<file path="src/rtl/sss_pkg.sv">
// Package: item types and widths for the sample set statistics block.
`timescale 1ns / 1ps
package sss_pkg;

  localparam int unsigned SampleBits = 16;
  localparam int unsigned CountBits  = 5;
  localparam int unsigned StatBits   = 24;
  localparam int unsigned StatusBits = 2;

  localparam logic [StatusBits-1:0] StatusOk      = 2'd0;
  localparam logic [StatusBits-1:0] StatusSingle  = 2'd1;
  localparam logic [StatusBits-1:0] StatusDropped = 2'd2;

  typedef struct packed {
    logic [SampleBits-1:0] sample;
    logic                  last_sample;
  } sss_in_t;

  typedef struct packed {
    logic [CountBits-1:0]  sample_count;
    logic [StatBits-1:0]   mean_value;
    logic [StatBits-1:0]   median_value;
    logic [StatBits-1:0]   std_deviation;
    logic [StatusBits-1:0] status_code;
  } sss_out_t;

endpackage

</file>
<file path="src/rtl/sample_set_statistics_top.sv">
// Sequence: for N kept samples the closing item's result follows bubble sort passes of N-1
//   compares, a prep state, a 58-step divider run twice, a 29-step root and an output state.
// Throughput: one loading item per cycle; from the closing item on no item is taken until the
//   result is accepted; both divisions share one subtract/compare unit, the root has its own.
// Reset: rst_ni clears sequencer, count, sums and output valid; the store is left as is.
`timescale 1ns / 1ps
module sample_set_statistics_top
  import sss_pkg::*;
#(
  parameter int unsigned MAX_SAMPLES = 16
) (
  input  logic     clk_i,
  input  logic     rst_ni,
  input  logic     in_valid_i,
  output logic     in_ready_o,
  input  sss_in_t  in_data_i,
  output logic     out_valid_o,
  input  logic     out_ready_i,
  output sss_out_t out_data_o
);

  localparam int unsigned IdxBits  = (MAX_SAMPLES > 1) ? $clog2(MAX_SAMPLES) : 1;
  localparam int unsigned NBits    = $clog2(MAX_SAMPLES + 1);
  localparam int unsigned SumBits  = SampleBits + NBits;
  localparam int unsigned SqBits   = 2 * SampleBits + NBits;
  // Dividend width for the variance quotient (65536 * numerator).
  localparam int unsigned DivBits  = SqBits + NBits + 16;
  localparam int unsigned StepBits = $clog2(DivBits + 1);

  localparam logic [2:0] StLoad  = 3'd0;
  localparam logic [2:0] StSort  = 3'd1;
  localparam logic [2:0] StPrep  = 3'd2;
  localparam logic [2:0] StMean  = 3'd3;
  localparam logic [2:0] StVar   = 3'd4;
  localparam logic [2:0] StRoot  = 3'd5;
  localparam logic [2:0] StOut   = 3'd6;

  logic [2:0] state_q, state_d;

  logic [SampleBits-1:0] store_q [MAX_SAMPLES];
  logic [NBits-1:0]   kept_q;
  logic [SumBits-1:0] sum_q;
  logic [SqBits-1:0]  sq_q;
  logic               ovf_q;

  logic [IdxBits-1:0]  pos_q;
  logic                swapped_q;
  logic [DivBits-1:0]  rem_q, quo_q, div_q;
  logic [DivBits-1:0]  den_q;
  logic [StepBits-1:0] step_q;
  logic [StatBits-1:0] mean_q, med_q, dev_q;
  logic                out_valid_q;
  sss_out_t            out_q;

  logic take, keep;
  assign in_ready_o = (state_q == StLoad) && !out_valid_q;
  assign take = in_valid_i && in_ready_o;
  assign keep = take && (kept_q < NBits'(MAX_SAMPLES));

  // Shared restoring step: shift in the next dividend bit, trial subtract.
  logic [DivBits:0]   trial_rem;
  logic [DivBits:0]   trial_diff;
  logic               trial_ok;
  assign trial_rem  = {rem_q, div_q[DivBits-1]};
  assign trial_diff = trial_rem - {1'b0, den_q};
  assign trial_ok   = !trial_diff[DivBits];

  // Root step: remainder grows by two bits, test 4*root+1.
  logic [DivBits+1:0] root_rem, root_test, root_diff;
  assign root_rem  = {rem_q, div_q[DivBits-1 -: 2]};
  assign root_test = {quo_q, 2'b01};
  assign root_diff = root_rem - root_test;

  logic [IdxBits-1:0] pos_nx;
  assign pos_nx = pos_q + 1'b1;
  logic [IdxBits-1:0] mid_hi, mid_lo;
  assign mid_hi = IdxBits'(kept_q >> 1);
  assign mid_lo = mid_hi - 1'b1;

  // Store: written on load, swapped pairwise during the sort passes.
  always_ff @(posedge clk_i) begin
    if (keep) begin
      store_q[kept_q[IdxBits-1:0]] <= in_data_i.sample;
    end else if (state_q == StSort && kept_q >= NBits'(2) &&
                 store_q[pos_q] > store_q[pos_nx]) begin
      store_q[pos_q]  <= store_q[pos_nx];
      store_q[pos_nx] <= store_q[pos_q];
    end
  end

  always_comb begin
    state_d = state_q;
    case (state_q)
      StLoad: if (take && in_data_i.last_sample) state_d = StSort;
      StSort: begin
        if (32'(pos_nx) + 1 >= 32'(kept_q) || kept_q < NBits'(2)) begin
          state_d = (swapped_q || (store_q[pos_q] > store_q[pos_nx] &&
                     kept_q >= NBits'(2))) ? StSort : StPrep;
        end
      end
      StPrep: state_d = StMean;
      StMean: if (step_q == StepBits'(DivBits - 1)) state_d = StVar;
      StVar:  if (step_q == StepBits'(DivBits - 1)) state_d = StRoot;
      StRoot: if (step_q == StepBits'(DivBits / 2 - 1)) state_d = StOut;
      StOut:  state_d = StLoad;
      default: state_d = StLoad;
    endcase
  end

  logic [SumBits+SumBits-1:0] sum_sq;
  logic [SqBits+NBits-1:0]    n_sq;
  assign sum_sq = sum_q * sum_q;
  assign n_sq   = sq_q * kept_q;

  always_ff @(posedge clk_i or negedge rst_ni) begin
    if (!rst_ni) begin
      state_q     <= StLoad;
      kept_q      <= '0;
      sum_q       <= '0;
      sq_q        <= '0;
      ovf_q       <= 1'b0;
      out_valid_q <= 1'b0;
      pos_q       <= '0;
      swapped_q   <= 1'b0;
      step_q      <= '0;
    end else begin
      state_q <= state_d;
      if (out_valid_q && out_ready_i) out_valid_q <= 1'b0;
      case (state_q)
        StLoad: begin
          if (keep) begin
            kept_q <= kept_q + 1'b1;
            sum_q  <= sum_q + SumBits'(in_data_i.sample);
            sq_q   <= sq_q + SqBits'(in_data_i.sample) * SqBits'(in_data_i.sample);
          end else if (take) begin
            ovf_q <= 1'b1;
          end
          pos_q     <= '0;
          swapped_q <= 1'b0;
        end
        StSort: begin
          if (state_d == StSort && (32'(pos_nx) + 1 >= 32'(kept_q))) begin
            pos_q     <= '0;
            swapped_q <= 1'b0;
          end else begin
            pos_q <= pos_nx;
            if (store_q[pos_q] > store_q[pos_nx]) swapped_q <= 1'b1;
          end
        end
        StPrep: begin
          // Mean: (512*sum + n) / (2n).
          rem_q  <= '0;
          quo_q  <= '0;
          div_q  <= DivBits'({sum_q, 9'd0}) + DivBits'(kept_q);
          den_q  <= DivBits'({kept_q, 1'b0});
          step_q <= '0;
          if (kept_q[0]) med_q <= StatBits'({store_q[mid_hi], 8'd0});
          else med_q <= StatBits'({({1'b0, store_q[mid_lo]} +
                                    {1'b0, store_q[mid_hi]}), 7'd0});
        end
        StMean: begin
          if (step_q == StepBits'(DivBits - 1)) begin
            mean_q <= StatBits'({quo_q[DivBits-2:0], trial_ok});
            rem_q  <= '0;
            quo_q  <= '0;
            div_q  <= DivBits'({(DivBits'(n_sq) - DivBits'(sum_sq)), 16'd0});
            den_q  <= DivBits'(kept_q) * DivBits'(kept_q - 1'b1);
            step_q <= '0;
          end else begin
            rem_q  <= trial_ok ? trial_diff[DivBits-1:0] : trial_rem[DivBits-1:0];
            quo_q  <= {quo_q[DivBits-2:0], trial_ok};
            div_q  <= {div_q[DivBits-2:0], 1'b0};
            step_q <= step_q + 1'b1;
          end
        end
        StVar: begin
          if (step_q == StepBits'(DivBits - 1)) begin
            div_q  <= {quo_q[DivBits-2:0], trial_ok};
            rem_q  <= '0;
            quo_q  <= '0;
            step_q <= '0;
          end else begin
            rem_q  <= trial_ok ? trial_diff[DivBits-1:0] : trial_rem[DivBits-1:0];
            quo_q  <= {quo_q[DivBits-2:0], trial_ok};
            div_q  <= {div_q[DivBits-2:0], 1'b0};
            step_q <= step_q + 1'b1;
          end
        end
        StRoot: begin
          if (!root_diff[DivBits+1]) begin
            rem_q <= root_diff[DivBits-1:0];
            quo_q <= {quo_q[DivBits-2:0], 1'b1};
          end else begin
            rem_q <= root_rem[DivBits-1:0];
            quo_q <= {quo_q[DivBits-2:0], 1'b0};
          end
          div_q  <= {div_q[DivBits-3:0], 2'b00};
          step_q <= step_q + 1'b1;
          if (step_q == StepBits'(DivBits / 2 - 1))
            dev_q <= StatBits'({quo_q[DivBits-2:0], !root_diff[DivBits+1]});
        end
        StOut: begin
          out_valid_q        <= 1'b1;
          out_q.sample_count <= CountBits'(kept_q);
          out_q.mean_value   <= mean_q;
          out_q.median_value <= med_q;
          out_q.std_deviation <= (kept_q < NBits'(2)) ? '0 : dev_q;
          out_q.status_code  <= (kept_q < NBits'(2)) ? StatusSingle :
                                (ovf_q ? StatusDropped : StatusOk);
          kept_q <= '0;
          sum_q  <= '0;
          sq_q   <= '0;
          ovf_q  <= 1'b0;
        end
        default: ;
      endcase
    end
  end

  assign out_valid_o = out_valid_q;
  assign out_data_o  = out_q;

  a_no_take_busy: assert property (@(posedge clk_i) disable iff (!rst_ni)
    state_q != StLoad |-> !in_ready_o) else $error("item taken while busy");
  a_kept_bound: assert property (@(posedge clk_i) disable iff (!rst_ni)
    kept_q <= NBits'(MAX_SAMPLES)) else $error("kept count beyond capacity");
  a_out_after_seq: assert property (@(posedge clk_i) disable iff (!rst_ni)
    $rose(out_valid_q) |-> $past(state_q) == StOut) else $error("stray result");

endmodule

</file>
<file path="config.mk">
export PLATFORM = sky130hd
export DESIGN_NAME = sample_set_statistics_top
export DESIGN_NICKNAME = d
export VERILOG_FILES = /design/src/rtl/sss_pkg.sv /design/src/rtl/sample_set_statistics_top.sv
export SDC_FILE = /design/constraint.sdc
export NUM_CORES = 2
export LEC_CHECK = 0
export BUFFER_PORTS_ARGS = -buffer_cell sky130_fd_sc_hd__buf_2
export CAP_MARGIN = 20
export CORE_UTILIZATION = 60
export CTS_BUF_LIST = sky130_fd_sc_hd__clkbuf_2
export DETAILED_ROUTE_END_ITERATION = 16
export PLACE_DENSITY = 0.78
export SYNTH_ARGS = -nofsm -noshare
export SYNTH_HDL_FRONTEND = slang
export SYNTH_SLANG_ARGS = --single-unit
</file>
<file path="constraint.sdc">
create_clock -name clk_i -period 9.03 [get_ports clk_i]
set_input_delay 1.806 -clock clk_i [delete_from_list [all_inputs] [get_ports clk_i]]
set_output_delay 1.806 -clock clk_i [all_outputs]
set_load 0.02 [all_outputs]
</file>
---- After elaboration in Yosys (flattened, before gate mapping) ----
Memory sizes are Yosys's and may differ from the RTL's.
Index checks and enable logic that the tools add are counted.
word-level totals
  logic and storage cells ................. 139
  output and inout port bits .............. 81
  bits in latches ......................... 0
  input port bits ......................... 21
  memory bits (read-only) ................. 0
  bits in writable memories ............... 256
  memories kept ........................... 1
  flip-flop bits (word level) ............. 462
memory list
  name     depth  bits a word  rd ports  clocked after memory_dff  wr ports  RTL line                         source
  store_q  16     16           4         0                         2         sample_set_statistics_top.sv:40  logic [SampleBits-1:0] store_q [MAX_SAMPLES];
cells by class
  mux-type cells .......................... 47
  div/mod/pow operators ................... 0
  bitwise gates (word level) .............. 0
  equal/unequal tests ..................... 14
  $mul .................................... 4
  order comparisons ....................... 5
  reduce and logical (&&, ||, !) cells .... 33
  shifts and indexed selects .............. 0
  $add $sub $neg .......................... 13
operator list
  operator                          count
  2-to-1 mux 58 bit                 7
  case mux 58 bit (3 select lines)  2
  case mux 58 bit (4 select lines)  1
  case mux 58 bit (2 select lines)  1
  case mux 37 bit (2 select lines)  1
  subtractor 60 bit                 1
  subtractor 59 x 58 -> 59 bit      1
  multiplier 21 x 21 -> 42 bit      1
  multiplier 37 x 5 -> 42 bit       1
  case mux 21 bit (2 select lines)  1
  subtractor 42 bit                 1
  adder 37 x 32 -> 37 bit           1
  2-to-1 mux 37 bit                 1
  multiplier 16 x 16 -> 32 bit      1
  adder 30 x 5 -> 31 bit            1
  2-to-1 mux 24 bit                 1
  adder 21 x 16 -> 21 bit           1
  2-to-1 mux 21 bit                 1
  case mux 3 bit (6 select lines)   1
  case mux 6 bit (3 select lines)   1
  adder 16 x 16 -> 17 bit           1
  > comparator 16 bit               1
  2-to-1 mux 16 bit                 1
  OR reduction 16 bit               1
  other kinds (37)                  85

---- Depth between registers and ports, before layout ----
An unclocked memory read counts as a cell.
  word-level depth ........................ 12
  depth in mapped cells ................... 31

---- Least setup slack after synthesis ----
Ideal clock, no wire load.
  kind .................................... input to register
  start point ............................. in in_data_i[6] (netlist name)
  end point ............................... reg sq_q[35]
  setup slack ............................. 1.166 ns
  library setup time ...................... 0.132 ns
  arrival ................................. 7.732 ns
  cell stages on the path ................. 24
  cell sequence ........................... clkbuf_1 > clkinv_1 > nor2_1 > fa_1 > inv_1 > fa_1 > inv_1 > fa_1 > fa_1 > inv_1 > fa_1 > inv_1 > fa_1 > ha_1 > a21oi_1 > o21ai_1 > a2111oi_1 > nor4_1 > o41ai_1 > o211ai_1 > a31oi_1 > o21ai_0 > xnor2_1 > nor2_1
on the way
  longest elaborated chain between the ends .. 4
ends and longest elaborated chain
  what                              RTL line                          source
  start, declared                   sample_set_statistics_top.sv:16   input sss_in_t in_data_i,
  multiplier 16 x 16 -> 32 bit      sample_set_statistics_top.sv:134  sq_q <= sq_q + SqBits'(in_data_i.sample) * SqBits'(in_data_i.sample);
  adder 37 x 32 -> 37 bit           sample_set_statistics_top.sv:134
  2-to-1 mux 37 bit                 sample_set_statistics_top.sv:131  if (keep) begin
  case mux 37 bit (2 select lines)  sample_set_statistics_top.sv:129  case (state_q)
  end signal, assigned              sample_set_statistics_top.sv:134
  end, declared                     sample_set_statistics_top.sv:43   logic [SqBits-1:0] sq_q;
Every way passes these cells. The select of a mux whose other input is x is not followed.
A chain may end at the register's enable or synchronous reset.

==> results.yml <==
finish:
  finalNonFillerCells: 8626
  nNetsFinal: 8120
  areaGrowthSynthToFinish_pct: 5.72
  nFillCells: 9271
  area.sequential_um2: 19400
  final_area_um2: 75900
  drive_gt1_frac: 0.142
  final_util: 0.641
  multi_input_area_um2: 47900
timing:
  fin_skew_ns: 0.209
  fin_crit_ns: 8.56
  hold_viol: 0
  fmaxAchievable_ghz: 0.117
  rsz0062_at_grt: "no"
  hold_slack_ns: 0.363
  worst_slew_pin_slew_ns: 1.23
  timing.slew.headroom: 0.172
  min_period_over_period: 0.948
  final-setup-viol-count: 0
  setup-tns-final_ns: 0
  maxSlewViolCount: 0
synthesis:
  synth_ff_type: "edfxtp_1"
  yosysSeqAreaShare: 0.269
  synth_area_per_cell_um2: 10.5
  synth_top_family_by_area: "adder cells"
  syn-cell-area_um2: 71800
  synth_mux_area_frac: 0.130
  synthSimpleGateAreaFrac: 0.108
  ys_ff_latch: 657
  synth_fa_ha_area_frac: 0.284
  ys_warn_count: 0
  synth-edff-count: 578
  synthCells: 6844
  synth_xor_area_frac: 0.0280
  synth_compound_area_frac: 0.112
  async_flop_share: 0.120
  synth_cell_types: 100
detailed_routing:
  postRouteAntennaNets: 0
  via_count: 56400
  finalWirelength_um: 220000
  drt_iter0_markers: 7144
  dr.pass1.iters: 13
  drcViolationCount: 0
  drt-vias-per-instance: 6.54
  wl_per_cell_um: 25.6
worst_setup_path:
  cp.arrival_ns: 9.72
  cp_slowest_cell: "xor2_4"
  startpoint_type: "register"
  path_max_fanout: 44
  r2r_start: "pos_q[1]"
  path_delay_family: "compound AO/OA/AOI/OAI gates"
  crit_cells: 22
  critPathKind: "register to register"
  crit_start: "pos_q[1]"
  cp_slowest_stage_delay_ns: 0.78
  cp-end-kind: "register"
  worstPathBufferInverterCount: 3
  reg2reg_depth: 22
  cp_data_required_time_ns: 10.20
  crit_chain: "buf_4 -> nand3_2 -> xor2_4 -> buf_12 -> mux2i_1 -> o21ai_0 -> nand3_1 -> a21oi_1 -> a211oi_1 -> a21o_1 -> ha_1 -> a21o_1 -> a21o_1 -> a21oi_1 -> a21oi_1 -> o41ai_1 -> nor2_1 -> and2_1 -> mux2i_1 -> nand3_1 -> o21ai_4 -> buf_4"
  reg2reg_slack_ns: 0.47
hold_path:
  hold_start: "mean_q[2]"
  hold_class: "register to register"
  holdPathStages: 0
clock_tree:
  cts_root_buf: "clkbuf_2"
  h-tree-depth: 4
  clk_pin_slew_ns: 0.11
  clock-sinks: 657
  cts_hold_buffers: 1
  postCtsSetupBuffers: 0
  tritoncts: "built"
  clk-insertion-delay-late_ns: 1.68
  cts_buffer_depth: 3
  cts.repair.resized: 0
  numCtsBuffers: 174
power_and_ir_drop:
  p_leak_nw: 34.2
  p_sw_frac: 0.428
  power.switching_mw: 5.17
  irDropWorstVdd_mv: 0.340
  pwr-share-seq: 0.317
  power_density_nw_per_um2: 159
  internal_power_mw: 6.92
  p_comb_frac: 0.503
  clkPwrFrac: 0.179
place:
  io_buffers: 94
  dp_cells: 8319
  place.gp.congestion: 1.03
  postPlaceCellArea_um2: 74300
  dp_hpwl_um: 161000
floorplan:
  start_util: 0.606
  rows: 126
  dieWidth_um: 348
  die_h_um: 348
  core-area_um2: 118000
  dieArea_um2: 121000
  ios: 102
outcome:
  status: "complete, no violations"
global_route:
  grtUsageTotal: 0.368
  antenna_found_initial: 8
  grt_max_degree: 107
  grt_pass1_vias: 57900
  grt.overflow.total: 0
  grt_pass1_wl_um: 337000
job:
  drv_cap: 0
-- state kept, by name, summed over array words and instances, names as in the netlist --
register / cells
ovf_q: 1
pos_q: 4
out_data_o: 72
sum_q: 21
step_q: 6
kept_q: 5
sq_q: 37
quo_q: 58
dev_q: 24
den_q: 11
mean_q: 24
state_q: 3
med_q: 17
swapped_q: 1
store_q: 256
rem_q: 58
div_q: 58
out_valid_o: 1
-- layout by cell type (no fill, tap or decap), types with 232 or more instances in the layout --
cell      Yosys  final
inv_1       858    857
fa_1        714    714
edfxtp_1    578    578
nand2_1     578    575
ha_1        487    486
nor2_1      388    383
a21oi_1     334    332
and2_1      258    257
mux2i_1     248    247
clkbuf_2      0    247
mux4_2      245    245
o21ai_0     244    232
-- cell usage after synthesis (17+ instances only) --
master | instances | area [um^2]
a211oi_1 | 27 | 203
nand2b_1 | 34 | 213
o22ai_1 | 17 | 106
fa_1 | 714 | 14300
a21o_1 | 110 | 826
xnor2_1 | 139 | 1220
nor3_1 | 60 | 300
o21ai_0 | 244 | 1220
buf_2 | 70 | 350
mux4_2 | 245 | 5520
nor2b_1 | 36 | 225
o31ai_1 | 36 | 270
a221o_1 | 20 | 200
xor2_1 | 85 | 744
a21oi_1 | 334 | 1670
a311o_1 | 39 | 390
o211ai_1 | 41 | 308
mux2_2 | 116 | 1310
and3_1 | 30 | 188
inv_1 | 858 | 3220
nand3_1 | 119 | 596
or3_1 | 17 | 106
ha_1 | 487 | 6090
nand2_1 | 578 | 2170
a31oi_1 | 70 | 438
nand4_1 | 50 | 313
dfrtp_1 | 79 | 1980
o21ai_1 | 54 | 270
o21a_1 | 29 | 218
edfxtp_1 | 578 | 17400
mux2i_1 | 248 | 2480
clkbuf_1 | 263 | 987
and2_1 | 258 | 1610
a311oi_1 | 22 | 193
nor4_1 | 20 | 125
buf_1 | 46 | 173
o21bai_1 | 44 | 330
a221oi_1 | 20 | 175
nor2_1 | 388 | 1460
-- kinds of logic (layout without fill, tap and decap cells) --
group / Yosys count / count (layout)
and+or+nand+nor: 1640 / 1640
buffers and inverters: 1264 / 1435
AOI/OAI and AO/OA: 1243 / 1243
adders and majority gates: 1201 / 1201
DFF: 657 / 657
muxes: 611 / 611
xor gates and xnor gates: 227 / 227
other: 1 / 12
-- layer usage --
layer / track usage / up-vias / routed length (um)
met5: 0 / - / 38
met4: 0.233 / 6 / 15500
met3: 0.0985 / 886 / 26500
met2: 0.569 / 3652 / 99500
met1: 0.461 / 27700 / 79000
li1: - / 24200 / -
-- per-stage QoR --
| step | total power [mW] | setup WS [ns] |
|---|---|---|
| after global routing | 12.8 | 0.315 |
| after detailed placement | 9.76 | 0.569 |
| after global placement | 9.60 | 0.519 |
| after floorplan | 8.04 | 1.17 |
| final | 12.1 | 0.473 |
| after CTS | 12.0 | 0.790 |
-- path summary, 6_finish.rpt --
check | to
worst min register to register | out_data_o[52]
max in group asynchronous | pos_q[0]
worst max-delay path | store_q[4][13]
worst max register to register | store_q[4][13]
worst min-delay path | out_data_o[52]
min in group asynchronous | step_q[5]
-- power by group through the flow --
stage / registers (mW) / clock network (mW) / logic (mW)
6_report: 3.83 / 2.17 / 6.08
5_1_grt: 3.84 / 2.34 / 6.58
4_1_cts: 3.82 / 2.20 / 5.93
3_5_place_dp: 3.89 / 0 / 5.88
3_3_place_gp: 3.88 / 0 / 5.73
2_1_floorplan: 3.84 / 0 / 4.19
-- cell type report --
class | count | area share
Timing Repair Buffer | 271 | 0.0248
Antenna cell | 5 | 0.000165
Clock inverter | 52 | 0.00394
Clock buffer | 247 | 0.0163
Tap cell | 1600 | 0.0264
Multi-Input combinational cell | 4929 | 0.631
Sequential cell | 657 | 0.255
Inverter | 865 | 0.0428
Note: power is estimated with default switching activity, not from simulation.
